===== src/rtl/psl_pkg.sv =====
`timescale 1ns / 1ps
// ----------------------------------------------------------------------------
// psl_pkg
// Shared types and fixed constants of the pixel lightness pipeline.
// ----------------------------------------------------------------------------
package psl_pkg;

    localparam int PIX_W       = 8;
    localparam int NUM_W       = 11;
    localparam int LIGHT_W     = 17;
    localparam int LIGHT_FRAC  = 16;
    localparam logic [LIGHT_W-1:0] LIGHT_ONE   = 17'd65536;
    localparam logic [LIGHT_W-1:0] LIGHT_RESET = 17'd45875;

    typedef struct packed {
        logic [PIX_W-1:0] blue;
        logic [PIX_W-1:0] green;
        logic [PIX_W-1:0] red;
    } t_pixel;

    typedef struct packed {
        logic [NUM_W-1:0] num_h;
        logic [PIX_W-1:0] den_h;
        logic [NUM_W-1:0] num_s;
        logic [PIX_W-1:0] den_s;
    } t_div_req;

    typedef enum logic [1:0] {
        SEG_RISE,
        SEG_HIGH,
        SEG_FALL,
        SEG_LOW
    } t_seg;

endpackage


===== src/rtl/psl_front.sv =====
`timescale 1ns / 1ps
// ----------------------------------------------------------------------------
// psl_front
// Finds max, min and spread of a pixel and forms the hue and saturation
// dividends and divisors.
// ----------------------------------------------------------------------------
module psl_front
    import psl_pkg::*;
(
    input  logic     i_clk,
    input  logic     i_rst_n,
    input  logic     i_en,
    input  logic     i_valid,
    input  t_pixel   i_pixel,
    output logic     o_valid,
    output t_div_req o_req
);

    logic [PIX_W-1:0] r, g, b, mx, mn, diff;
    logic [NUM_W-1:0] d11, n_num;
    logic             r_valid;
    t_div_req         r_req;

    assign r = i_pixel.red;
    assign g = i_pixel.green;
    assign b = i_pixel.blue;

    always_comb begin
        if (r > g) begin
            mx = r;
            mn = g;
        end else begin
            mx = g;
            mn = r;
        end
        if (b > mx) begin
            mx = b;
        end else if (b < mn) begin
            mn = b;
        end
        diff = mx - mn;
        d11  = {3'b000, diff};
        // Hue numerator in sixths of a turn; red wins ties, then green.
        if (mx == r) begin
            if (g < b) begin
                n_num = (d11 << 2) + (d11 << 1) - {3'b000, b - g};
            end else begin
                n_num = {3'b000, g - b};
            end
        end else if (mx == g) begin
            n_num = (d11 << 1) + {3'b000, b} - {3'b000, r};
        end else begin
            n_num = (d11 << 2) + {3'b000, r} - {3'b000, g};
        end
    end

    always_ff @(posedge i_clk) begin
        if (!i_rst_n) begin
            r_valid <= 1'b0;
        end else if (i_en) begin
            r_valid <= i_valid;
        end
    end

    always_ff @(posedge i_clk) begin
        if (i_en) begin
            r_req.num_h <= n_num;
            r_req.den_h <= diff;
            r_req.num_s <= d11;
            r_req.den_s <= mx;
        end
    end

    assign o_valid = r_valid;
    assign o_req   = r_req;

endmodule


===== src/rtl/psl_div.sv =====
`timescale 1ns / 1ps
// ----------------------------------------------------------------------------
// psl_div
// Pipelined restoring divider, one quotient bit per stage. Computes
// floor(num * 2^FRAC_BITS / den) for num < 8*den; zero when den is zero.
// ----------------------------------------------------------------------------
module psl_div
    import psl_pkg::*;
#(
    parameter int FRAC_BITS = 16
) (
    input  logic                   i_clk,
    input  logic                   i_rst_n,
    input  logic                   i_en,
    input  logic                   i_valid,
    input  logic [NUM_W-1:0]       i_num,
    input  logic [PIX_W-1:0]       i_den,
    output logic                   o_valid,
    output logic [FRAC_BITS+2:0]   o_quot
);

    localparam int QW = FRAC_BITS + 3;

    logic [PIX_W-1:0] r_rem   [QW];
    logic [PIX_W-1:0] r_den   [QW];
    logic [QW-1:0]    r_dbits [QW];
    logic [QW-1:0]    r_q     [QW];
    logic [QW-1:0]    r_zero;
    logic [QW-1:0]    r_vld;

    genvar k;
    generate
        for (k = 0; k < QW; k++) begin : g_stage
            logic [PIX_W-1:0] a_rem, a_den;
            logic [QW-1:0]    a_dbits, a_q;
            logic             a_zero, a_vld, ge;
            logic [PIX_W:0]   t, n_rem;

            if (k == 0) begin : g_first
                // The quotient is below 8*2^F, so the top eight dividend bits
                // already form a remainder smaller than the divisor.
                assign a_rem   = i_num[NUM_W-1:3];
                assign a_dbits = {i_num[2:0], {FRAC_BITS{1'b0}}};
                assign a_q     = '0;
                assign a_den   = i_den;
                assign a_zero  = (i_den == '0);
                assign a_vld   = i_valid;
            end else begin : g_next
                assign a_rem   = r_rem[k-1];
                assign a_dbits = r_dbits[k-1];
                assign a_q     = r_q[k-1];
                assign a_den   = r_den[k-1];
                assign a_zero  = r_zero[k-1];
                assign a_vld   = r_vld[k-1];
            end

            assign t     = {a_rem, a_dbits[QW-1]};
            assign ge    = (t >= {1'b0, a_den});
            assign n_rem = ge ? (t - {1'b0, a_den}) : t;

            always_ff @(posedge i_clk) begin
                if (!i_rst_n) begin
                    r_vld[k] <= 1'b0;
                end else if (i_en) begin
                    r_vld[k] <= a_vld;
                end
            end

            always_ff @(posedge i_clk) begin
                if (i_en) begin
                    r_rem[k]   <= n_rem[PIX_W-1:0];
                    r_dbits[k] <= {a_dbits[QW-2:0], 1'b0};
                    r_q[k]     <= {a_q[QW-2:0], ge};
                    r_den[k]   <= a_den;
                    r_zero[k]  <= a_zero;
                end
            end
        end
    endgenerate

    assign o_valid = r_vld[QW-1];
    assign o_quot  = r_zero[QW-1] ? '0 : r_q[QW-1];

endmodule


===== src/rtl/psl_hsl.sv =====
`timescale 1ns / 1ps
// ----------------------------------------------------------------------------
// psl_hsl
// Rebuilds RGB from hue and saturation at the target lightness, five stages.
// ----------------------------------------------------------------------------
module psl_hsl
    import psl_pkg::*;
#(
    parameter int FRAC_BITS = 16
) (
    input  logic                 i_clk,
    input  logic                 i_rst_n,
    input  logic                 i_en,
    input  logic                 i_valid,
    input  logic [FRAC_BITS+2:0] i_h6,
    input  logic [FRAC_BITS:0]   i_s,
    input  logic [LIGHT_W-1:0]   i_lightness,
    output logic                 o_valid,
    output t_pixel               o_pixel
);

    localparam int F  = FRAC_BITS;
    localparam int VW = F + 1;
    localparam int PW = F + 3;
    localparam int MW = 2 * F + 2;
    localparam int LW = LIGHT_W + F;
    localparam logic [PW-1:0] P_ONE   = PW'(1) << F;
    localparam logic [PW-1:0] P_THREE = PW'(3) << F;
    localparam logic [PW-1:0] P_FOUR  = PW'(4) << F;
    localparam logic [PW:0]   P_SIX   = (PW + 1)'(6) << F;
    localparam logic [VW-1:0] V_HALF  = VW'(1) << (F - 1);

    // Stage A: lightness, L*S product and channel phases.
    logic [LIGHT_W-1:0] lreg;
    logic [LW-1:0]      lwide;
    logic [VW-1:0]      l_val;
    logic               r_a_vld;
    logic [VW-1:0]      r_l, r_s;
    logic [MW-1:0]      r_ls;
    logic [PW-1:0]      r_p [3];

    assign lreg  = (i_lightness > LIGHT_ONE) ? LIGHT_ONE : i_lightness;
    assign lwide = {lreg, {F{1'b0}}};
    assign l_val = lwide[F+LIGHT_FRAC:LIGHT_FRAC];

    // Stage B: T1, T2 and per-channel segment and weight.
    logic [VW-1:0] ls;
    logic [VW:0]   t2_w, t1_w;
    logic          r_b_vld;
    logic [VW-1:0] r_t1, r_t2, r_span;
    t_seg          r_seg_b [3];
    logic [VW-1:0] r_w [3];

    assign ls   = r_ls[2*F:F];
    assign t2_w = (r_l <= V_HALF) ? ({1'b0, r_l} + {1'b0, ls})
                                  : ({1'b0, r_l} + {1'b0, r_s} - {1'b0, ls});
    assign t1_w = {r_l, 1'b0} - t2_w;

    // Stage C: interpolation products.
    logic          r_c_vld;
    logic [VW-1:0] r_t1c, r_t2c;
    t_seg          r_seg_c [3];
    logic [MW-1:0] r_prod [3];

    // Stage D: channel value as a fraction.
    logic          r_d_vld;
    logic [VW-1:0] r_x [3];

    // Stage E: scale to 8 bits.
    logic          r_e_vld;
    logic [PIX_W-1:0] r_chan [3];

    always_ff @(posedge i_clk) begin
        if (!i_rst_n) begin
            r_a_vld <= 1'b0;
            r_b_vld <= 1'b0;
            r_c_vld <= 1'b0;
            r_d_vld <= 1'b0;
            r_e_vld <= 1'b0;
        end else if (i_en) begin
            r_a_vld <= i_valid;
            r_b_vld <= r_a_vld;
            r_c_vld <= r_b_vld;
            r_d_vld <= r_c_vld;
            r_e_vld <= r_d_vld;
        end
    end

    always_ff @(posedge i_clk) begin
        if (i_en) begin
            r_l    <= l_val;
            r_s    <= i_s;
            r_ls   <= MW'(l_val) * MW'(i_s);
            r_t1   <= t1_w[VW-1:0];
            r_t2   <= t2_w[VW-1:0];
            r_span <= t2_w[VW-1:0] - t1_w[VW-1:0];
            r_t1c  <= r_t1;
            r_t2c  <= r_t2;
        end
    end

    genvar c;
    generate
        for (c = 0; c < 3; c++) begin : g_chan
            // Phase offset in sixths of a turn: red 2, green 0, blue 4.
            localparam int KMUL = (c == 0) ? 2 : (c == 1) ? 0 : 4;
            localparam logic [PW:0] KOFF = (PW + 1)'(KMUL) << F;
            logic [PW:0]   psum;
            logic [PW-1:0] n_p;
            t_seg          n_seg;
            logic [VW-1:0] n_w;
            logic [VW:0]   n_x;
            logic [F+8:0]  xmul;
            logic [8:0]    v9;

            assign psum = {1'b0, i_h6} + KOFF;
            assign n_p  = (psum >= P_SIX) ? PW'(psum - P_SIX) : psum[PW-1:0];

            always_comb begin
                if (r_p[c] < P_ONE) begin
                    n_seg = SEG_RISE;
                    n_w   = r_p[c][VW-1:0];
                end else if (r_p[c] < P_THREE) begin
                    n_seg = SEG_HIGH;
                    n_w   = '0;
                end else if (r_p[c] < P_FOUR) begin
                    n_seg = SEG_FALL;
                    n_w   = VW'(P_FOUR - r_p[c]);
                end else begin
                    n_seg = SEG_LOW;
                    n_w   = '0;
                end
            end

            always_comb begin
                case (r_seg_c[c])
                    SEG_RISE, SEG_FALL: n_x = {1'b0, r_t1c} + {1'b0, r_prod[c][2*F:F]};
                    SEG_HIGH:           n_x = {1'b0, r_t2c};
                    SEG_LOW:            n_x = {1'b0, r_t1c};
                    default:            n_x = {1'b0, r_t1c};
                endcase
            end

            // 255*x as 256*x - x.
            assign xmul = {r_x[c], 8'd0} - (F + 9)'(r_x[c]);
            assign v9   = xmul[F+8:F];

            always_ff @(posedge i_clk) begin
                if (i_en) begin
                    r_p[c]     <= n_p;
                    r_seg_b[c] <= n_seg;
                    r_w[c]     <= n_w;
                    r_seg_c[c] <= r_seg_b[c];
                    r_prod[c]  <= MW'(r_span) * MW'(r_w[c]);
                    r_x[c]     <= n_x[VW-1:0];
                    r_chan[c]  <= v9[8] ? 8'hFF : v9[7:0];
                end
            end
        end
    endgenerate

    assign o_valid       = r_e_vld;
    assign o_pixel.red   = r_chan[0];
    assign o_pixel.green = r_chan[1];
    assign o_pixel.blue  = r_chan[2];

endmodule


===== src/rtl/pixel_set_lightness.sv =====
`timescale 1ns / 1ps
// ----------------------------------------------------------------------------
// pixel_set_lightness
// Replaces the lightness of an RGB pixel stream, keeping hue and saturation.
// ----------------------------------------------------------------------------
// Pipeline: input register, front end, hue and saturation dividers with one
// quotient bit per stage, then the HSL rebuild stages.
// Throughput: one pixel per cycle; a stalled output holds the whole pipeline.
// Reset: synchronous active low; clears all valid bits and loads lightness 0.7.
// ----------------------------------------------------------------------------
module pixel_set_lightness
    import psl_pkg::*;
#(
    parameter int FRAC_BITS = 16
) (
    input  logic               i_clk,
    input  logic               i_rst_n,
    input  logic               i_cfg_wen,
    input  logic [LIGHT_W-1:0] i_cfg_wdata,
    input  logic               s_axis_tvalid,
    output logic               s_axis_tready,
    input  logic [23:0]        s_axis_tdata,  // red_in, green_in, blue_in
    output logic               m_axis_tvalid,
    input  logic               m_axis_tready,
    output logic [23:0]        m_axis_tdata   // red_out, green_out, blue_out
);

    logic               en;
    logic [LIGHT_W-1:0] r_lightness;
    logic               r_in_vld;
    t_pixel             r_in_pix;
    logic               front_vld;
    t_div_req           front_req;
    logic               div_h_vld, div_s_vld;
    logic [FRAC_BITS+2:0] quot_h, quot_s;
    t_pixel             out_pix;

    assign en            = !m_axis_tvalid || m_axis_tready;
    assign s_axis_tready = en;

    always_ff @(posedge i_clk) begin
        if (!i_rst_n) begin
            r_lightness <= LIGHT_RESET;
        end else if (i_cfg_wen) begin
            r_lightness <= i_cfg_wdata;
        end
    end

    always_ff @(posedge i_clk) begin
        if (!i_rst_n) begin
            r_in_vld <= 1'b0;
        end else if (en) begin
            r_in_vld <= s_axis_tvalid;
        end
    end

    always_ff @(posedge i_clk) begin
        if (en) begin
            r_in_pix <= s_axis_tdata;
        end
    end

    psl_front u_front (
        .i_clk   (i_clk),
        .i_rst_n (i_rst_n),
        .i_en    (en),
        .i_valid (r_in_vld),
        .i_pixel (r_in_pix),
        .o_valid (front_vld),
        .o_req   (front_req)
    );

    psl_div #(.FRAC_BITS(FRAC_BITS)) u_div_h (
        .i_clk   (i_clk),
        .i_rst_n (i_rst_n),
        .i_en    (en),
        .i_valid (front_vld),
        .i_num   (front_req.num_h),
        .i_den   (front_req.den_h),
        .o_valid (div_h_vld),
        .o_quot  (quot_h)
    );

    psl_div #(.FRAC_BITS(FRAC_BITS)) u_div_s (
        .i_clk   (i_clk),
        .i_rst_n (i_rst_n),
        .i_en    (en),
        .i_valid (front_vld),
        .i_num   (front_req.num_s),
        .i_den   (front_req.den_s),
        .o_valid (div_s_vld),
        .o_quot  (quot_s)
    );

    psl_hsl #(.FRAC_BITS(FRAC_BITS)) u_hsl (
        .i_clk       (i_clk),
        .i_rst_n     (i_rst_n),
        .i_en        (en),
        .i_valid     (div_h_vld),
        .i_h6        (quot_h),
        .i_s         (quot_s[FRAC_BITS:0]),
        .i_lightness (r_lightness),
        .o_valid     (m_axis_tvalid),
        .o_pixel     (out_pix)
    );

    assign m_axis_tdata = out_pix;

    // Both dividers must stay in lockstep.
    a_div_lockstep: assert property (@(posedge i_clk) disable iff (!i_rst_n)
        div_h_vld == div_s_vld)
        else $error("hue and saturation dividers out of step");

    a_reset_clears: assert property (@(posedge i_clk)
        !i_rst_n |=> !m_axis_tvalid && !div_h_vld && !front_vld)
        else $error("valid survived reset");

    // A pixel in the divider while the output stalls must not advance.
    a_stall_holds: assert property (@(posedge i_clk) disable iff (!i_rst_n)
        m_axis_tvalid && !m_axis_tready && div_h_vld |=> div_h_vld && m_axis_tvalid)
        else $error("pipeline moved during stall");

endmodule

===== config.mk =====
export PLATFORM = sky130hd
export DESIGN_NAME = pixel_set_lightness
export DESIGN_NICKNAME = d
export VERILOG_FILES = /design/src/rtl/psl_pkg.sv /design/src/rtl/psl_front.sv /design/src/rtl/psl_div.sv /design/src/rtl/psl_hsl.sv /design/src/rtl/pixel_set_lightness.sv
export SDC_FILE = /design/constraint.sdc
export NUM_CORES = 2
export LEC_CHECK = 0
export BUFFER_PORTS_ARGS = -buffer_cell sky130_fd_sc_hd__buf_2
export CORE_MARGIN = 10
export CORE_UTILIZATION = 55
export CTS_CLUSTER_SIZE = 14
export DETAILED_ROUTE_END_ITERATION = 8
export PLACE_DENSITY_LB_ADDON = 0.05
export SLEW_MARGIN = 20
export SYNTH_ARGS = -nofsm -noshare
export SYNTH_HDL_FRONTEND = slang
export SYNTH_HIERARCHICAL = 1
export SYNTH_SLANG_ARGS = --single-unit

===== constraint.sdc =====
create_clock -name i_clk -period 46.3 [get_ports i_clk]
set_clock_uncertainty 0.2 [all_clocks]
set_input_delay 4.63 -clock i_clk [delete_from_list [all_inputs] [get_ports i_clk]]
set_output_delay 4.63 -clock i_clk [all_outputs]
set_load 0.01 [all_outputs]

### Yosys cells after proc, flatten, opt, wreduce, memory -nomap -nowiden

Memories as Yosys holds them, arrays and structs flattened.
Index checks and enable logic that the tools add are counted.

| operators by class | value |
|---|---|
| reduce and logical (&&, ||, !) cells | 10 |
| order comparisons | 56 |
| equality and inequality tests | 11 |
| mux-type cells | 79 |
| add/sub/neg operators | 66 |
| $mul | 4 |

Operators with widths:

| cell | count |
|---|---|
| $mux W8 | 46 |
| $ge A9 B8 Y1 | 37 |
| $sub A8 B8 Y8 | 40 |
| $mux W17 | 12 |
| $pmux W17 S3 | 3 |
| $mul A17 B17 Y34 | 3 |
| $add A17 B17 Y17 | 5 |
| $mux W19 | 4 |
| $sub A25 B17 Y25 | 3 |
| $lt A19 B17 Y1 const B | 3 |
| $lt A19 B18 Y1 const B | 3 |
| $lt A19 B19 Y1 const B | 3 |
| $sub A19 B19 Y19 const B | 3 |
| $sub A1 B17 Y17 const A | 3 |
| $sub A17 B17 Y17 | 3 |
| $ge A20 B19 Y1 const B | 2 |
| $mul A17 B17 Y33 | 1 |
| $mux W11 | 3 |
| $sub A11 B8 Y11 | 3 |
| $add A19 B18 Y20 const B | 1 |
| $add A19 B19 Y20 const B | 1 |
| $ge A19 B19 Y1 const B | 1 |
| $gt A17 B17 Y1 const B | 1 |
| $le A17 B16 Y1 const B | 1 |
| other kinds (17) | 41 |

| storage, ports and cells | value |
|---|---|
| memories kept | 15 |
| word-level logic and storage cells | 320 |
| output and inout bits | 26 |
| bits of input ports | 46 |
| flip-flop bits (word level) | 284 |
| RAM bits | 2311 |

Memories:

| memory | words | bits a word | read ports | clocked after memory_dff | write ports | line | RTL |
|---|---|---|---|---|---|---|---|
| u_div_h.r_q | 19 | 19 | 19 | 0 | 19 | psl_div.sv:27 | `logic [QW-1:0] r_q [QW];` |
| u_div_s.r_q | 19 | 19 | 19 | 0 | 19 | psl_div.sv:27 |  |
| u_div_h.r_dbits | 19 | 18 | 18 | 0 | 19 | psl_div.sv:26 | `logic [QW-1:0] r_dbits [QW];` |
| u_div_s.r_dbits | 19 | 18 | 18 | 0 | 19 | psl_div.sv:26 |  |
| u_div_h.r_den | 19 | 8 | 18 | 0 | 19 | psl_div.sv:25 | `logic [PIX_W-1:0] r_den [QW];` |
| u_div_h.r_rem | 19 | 8 | 18 | 0 | 19 | psl_div.sv:24 | `logic [PIX_W-1:0] r_rem [QW];` |
| +9 memories | -- | -- | -- | -- | -- | -- |  |

### Depth between registers and ports, before layout

| depth | value |
|---|---|
| depth in word-level cells | 10 |
| mapped depth | 41 |
| mapped depth without buffers | 37 |

### Hierarchy

The synthesis kept the hierarchy.

By module, submodules not included:

| module | area an instance (um^2) | cells each | instances | sequential area each (um^2) |
|---|---|---|---|---|
| psl_hsl | 54558.6 | 5718 | 1 | 10430.0 |
| psl_div at u_div_s | 24482.2 | 1763 | 1 | 15394.8 |
| psl_div at u_div_h | 24183.2 | 1730 | 1 | 15394.8 |
| psl_front | 5186.2 | 589 | 1 | 830.8 |
| pixel_set_lightness | 1400.1 | 84 | 1 | 1081.0 |

### Worst setup path before layout

No wires, ideal clock.

| timing path | value |
|---|---|
| path type | input port to output port |
| start | input port m_axis_tready |
| end | output port s_axis_tready |
| setup slack | 3.516 ns |
| arrival | 37.954 ns |
| required time | 41.470 ns |
| path buffers | 0 |
| stages on the path | 1 |
| cells stage by stage | nand2b_1 |

| on the way | value |
|---|---|
| word-level cells in the longest chain between the ends | 1 |

RTL lines:

| element | line | RTL |
|---|---|---|
| from (decl) | pixel_set_lightness.sv:24 | `input logic m_axis_tready,` |
| $logic_or A1 B1 Y1 | pixel_set_lightness.sv:38 | `assign en = !m_axis_tvalid \|\| m_axis_tready;` |
| to (decl) | pixel_set_lightness.sv:21 | `output logic s_axis_tready,` |

Every way passes these cells.

### Worst setup path after layout

Ends and elaborated chain as after synthesis.

==> impl_metrics.tcl <==
set metrics [dict create \
    clockRootBuffer "clkbuf_16" \
    antenna_found_initial 3 \
    cts_setup_buffers 0 \
    port_buffers 71 \
    path_cells "buf_2 -> nand2b_4 -> buf_2" \
    rows 162 \
    via_count 68700 \
    postCtsResizedCells 0 \
    syn_to_final_growth_pct 7.81 \
    ys_warn_count 6 \
    drtIter0Drc 4195 \
    post-place-ws_ns 36.10 \
    synthCells 9783 \
    clk_path_buf_depth 3 \
    synth.avg_cell_area_um2 11.0 \
    dp.cells 12300 \
    initial_core_util 0.554 \
    synth_area_mm2 0.108 \
    grt_pass1_wl_um 373000 \
    layout-drive-gt1-share 0.0666 \
    grt_max_degree 202 \
    startpoint_type "input pin" \
    die_area_mm2 0.214 \
    cts_buffers 154 \
    stdcell_count 12600 \
    wl_um 228000 \
    wl_per_cell_um 18.1 \
    min_period_ns 10.17 \
    hp-class "reg2reg" \
    nNetsFinal 11800 \
    timing.final.ws_setup_ns 36.13 \
    postPlaceCellArea_mm2 0.111 \
    finalCritPeriodShare 0.220 \
    htreeDepth 4 \
    ant_nets 0 \
    setup_viol 0 \
    crit_arrival_ns 5.34 \
    worst_path_most_repeated_cell "buf_2" \
    path_delay_family "buffers and inverters" \
    clock_latency_ns 0.82 \
    globalRouteOverflowTotal 0 \
    numClockSinks 1401 \
    fill_cells 16200 \
    gp_congestion 0.868 \
    drcViolationCount 0 \
    worst-path-buf-inv 2 \
    first_pass_iters 5 \
    crit_type "in2out" \
    tritoncts "yes" \
    clkTransAtPathRegs_ns 0.06 \
    maxSlewHeadroom 0.256 \
    crit_path_max_fanout 15 \
    ctsHoldBuffers 0 \
    drv_slew 0 \
    slowest_delay_ns 0.31 \
    core-area_mm2 0.195 \
    grt_setup_unrepaired "no" \
    max_cap_viol_count 0 \
    grt_usage 0.212 \
    status "completed" \
    tightest_slew_ns 1.11 \
    fp.dieH_um 463 \
    hold_viol 0 \
    ios 72 \
    dp_hpwl_um 170000 \
    final_area_mm2 0.116 \
    viasPerCell 5.45 \
    endpoint_kind "output port" \
    max_clock_freq_mhz 98.3 \
    grt_pass1_vias 71200 \
    tns_ns 0 \
    cp.required_ns 41.47 \
    die_w_um 463 \
    critPathSlowestCell "nand2b_4" \
]
==> placed cells by master, fill, tap and decap left out, types with 71 or more instances in the layout <==
cell type,count
nor2_1,359
o21a_1,86
mux2i_1,136
nor3_1,83
xor2_1,109
xnor2_1,270
clkbuf_16,154
buf_2,71
a21o_1,162
buf_4,74
ha_1,929
fa_1,954
nor2b_1,172
nand2_1,930
mux2_2,185
inv_1,1686
and2_1,409
edfxtp_1,1358
o21ai_0,297
nand3_1,101
a21oi_1,384
==> flip-flops by register name, indices dropped and copies added, names as in the netlist, 22 cells and up <==
register	cells
u_div_h/r_q	190
u_div_s/r_q	153
u_div_h/r_den	144
u_div_h/r_rem	144
u_div_s/r_den	144
u_div_s/r_rem	144
u_hsl/r_prod	51
u_hsl/r_w	51
u_hsl/r_x	51
u_front/o_req	27
r_in_pix	24
u_hsl/r_chan	24
u_hsl/r_p	22
==> worst paths after layout <==
check	from	endpoint	slack, ns	cells after the start
setup / recovery	m_axis_tready	s_axis_tready	36.13	3
hold / removal	u_div_s/r_q[15][2]	u_div_s/r_q[16][3]	0.19	0
setup reg to reg	r_in_pix[9]	u_front/o_req[37]	37.42	32
hold reg to reg	u_div_s/r_q[15][2]	u_div_s/r_q[16][3]	0.19	0
==> cell type report <==
type	instances	area [um2]	share of cell area
flip-flops and latches	1401	41600	0.358
well taps	2624	3280	0.0282
repair buffers	149	982	0.00844
clock inverters	93	1180	0.0101
multi-input cells	6436	59000	0.506
clock buffers	190	4020	0.0345
inverters	1688	6340	0.0544
diodes	6	15.0	0.000129
==> per-stage QoR <==
stage                util  hold slack (ns)
floorplan               -            0.200
global route        0.597            0.206
global placement    0.570            0.200
CTS                 0.597            0.189
detailed placement  0.570            0.205
finish              0.597            0.188
==> metal layers <==
| layer | vias to the layer above | share of wire | global-route usage |
|---|---|---|---|
| li1 | 32800 | - | - |
| met1 | 33900 | 0.44 | 0.280 |
| met2 | 1488 | 0.49 | 0.364 |
| met3 | 418 | 0.044 | 0.0271 |
| met4 | 0 | 0.032 | 0.0689 |
| met5 | - | 0 | 0 |
==> worst reg2reg max path: cells and delay by family, from the launching register on <==
kind	cells	cell delay, ns
and+or+nand+nor	8	1.30
xor gates and xnor gates	1	0.64
muxes	2	0.37
DFF	1	0.47
buffers and inverters	2	0.33
AOI/OAI and AO/OA	13	3.07
adders and majority gates	6	2.24
Power is not shown: default switching activity piles up to over one toggle a cycle in this logic, so the estimate is an artifact.
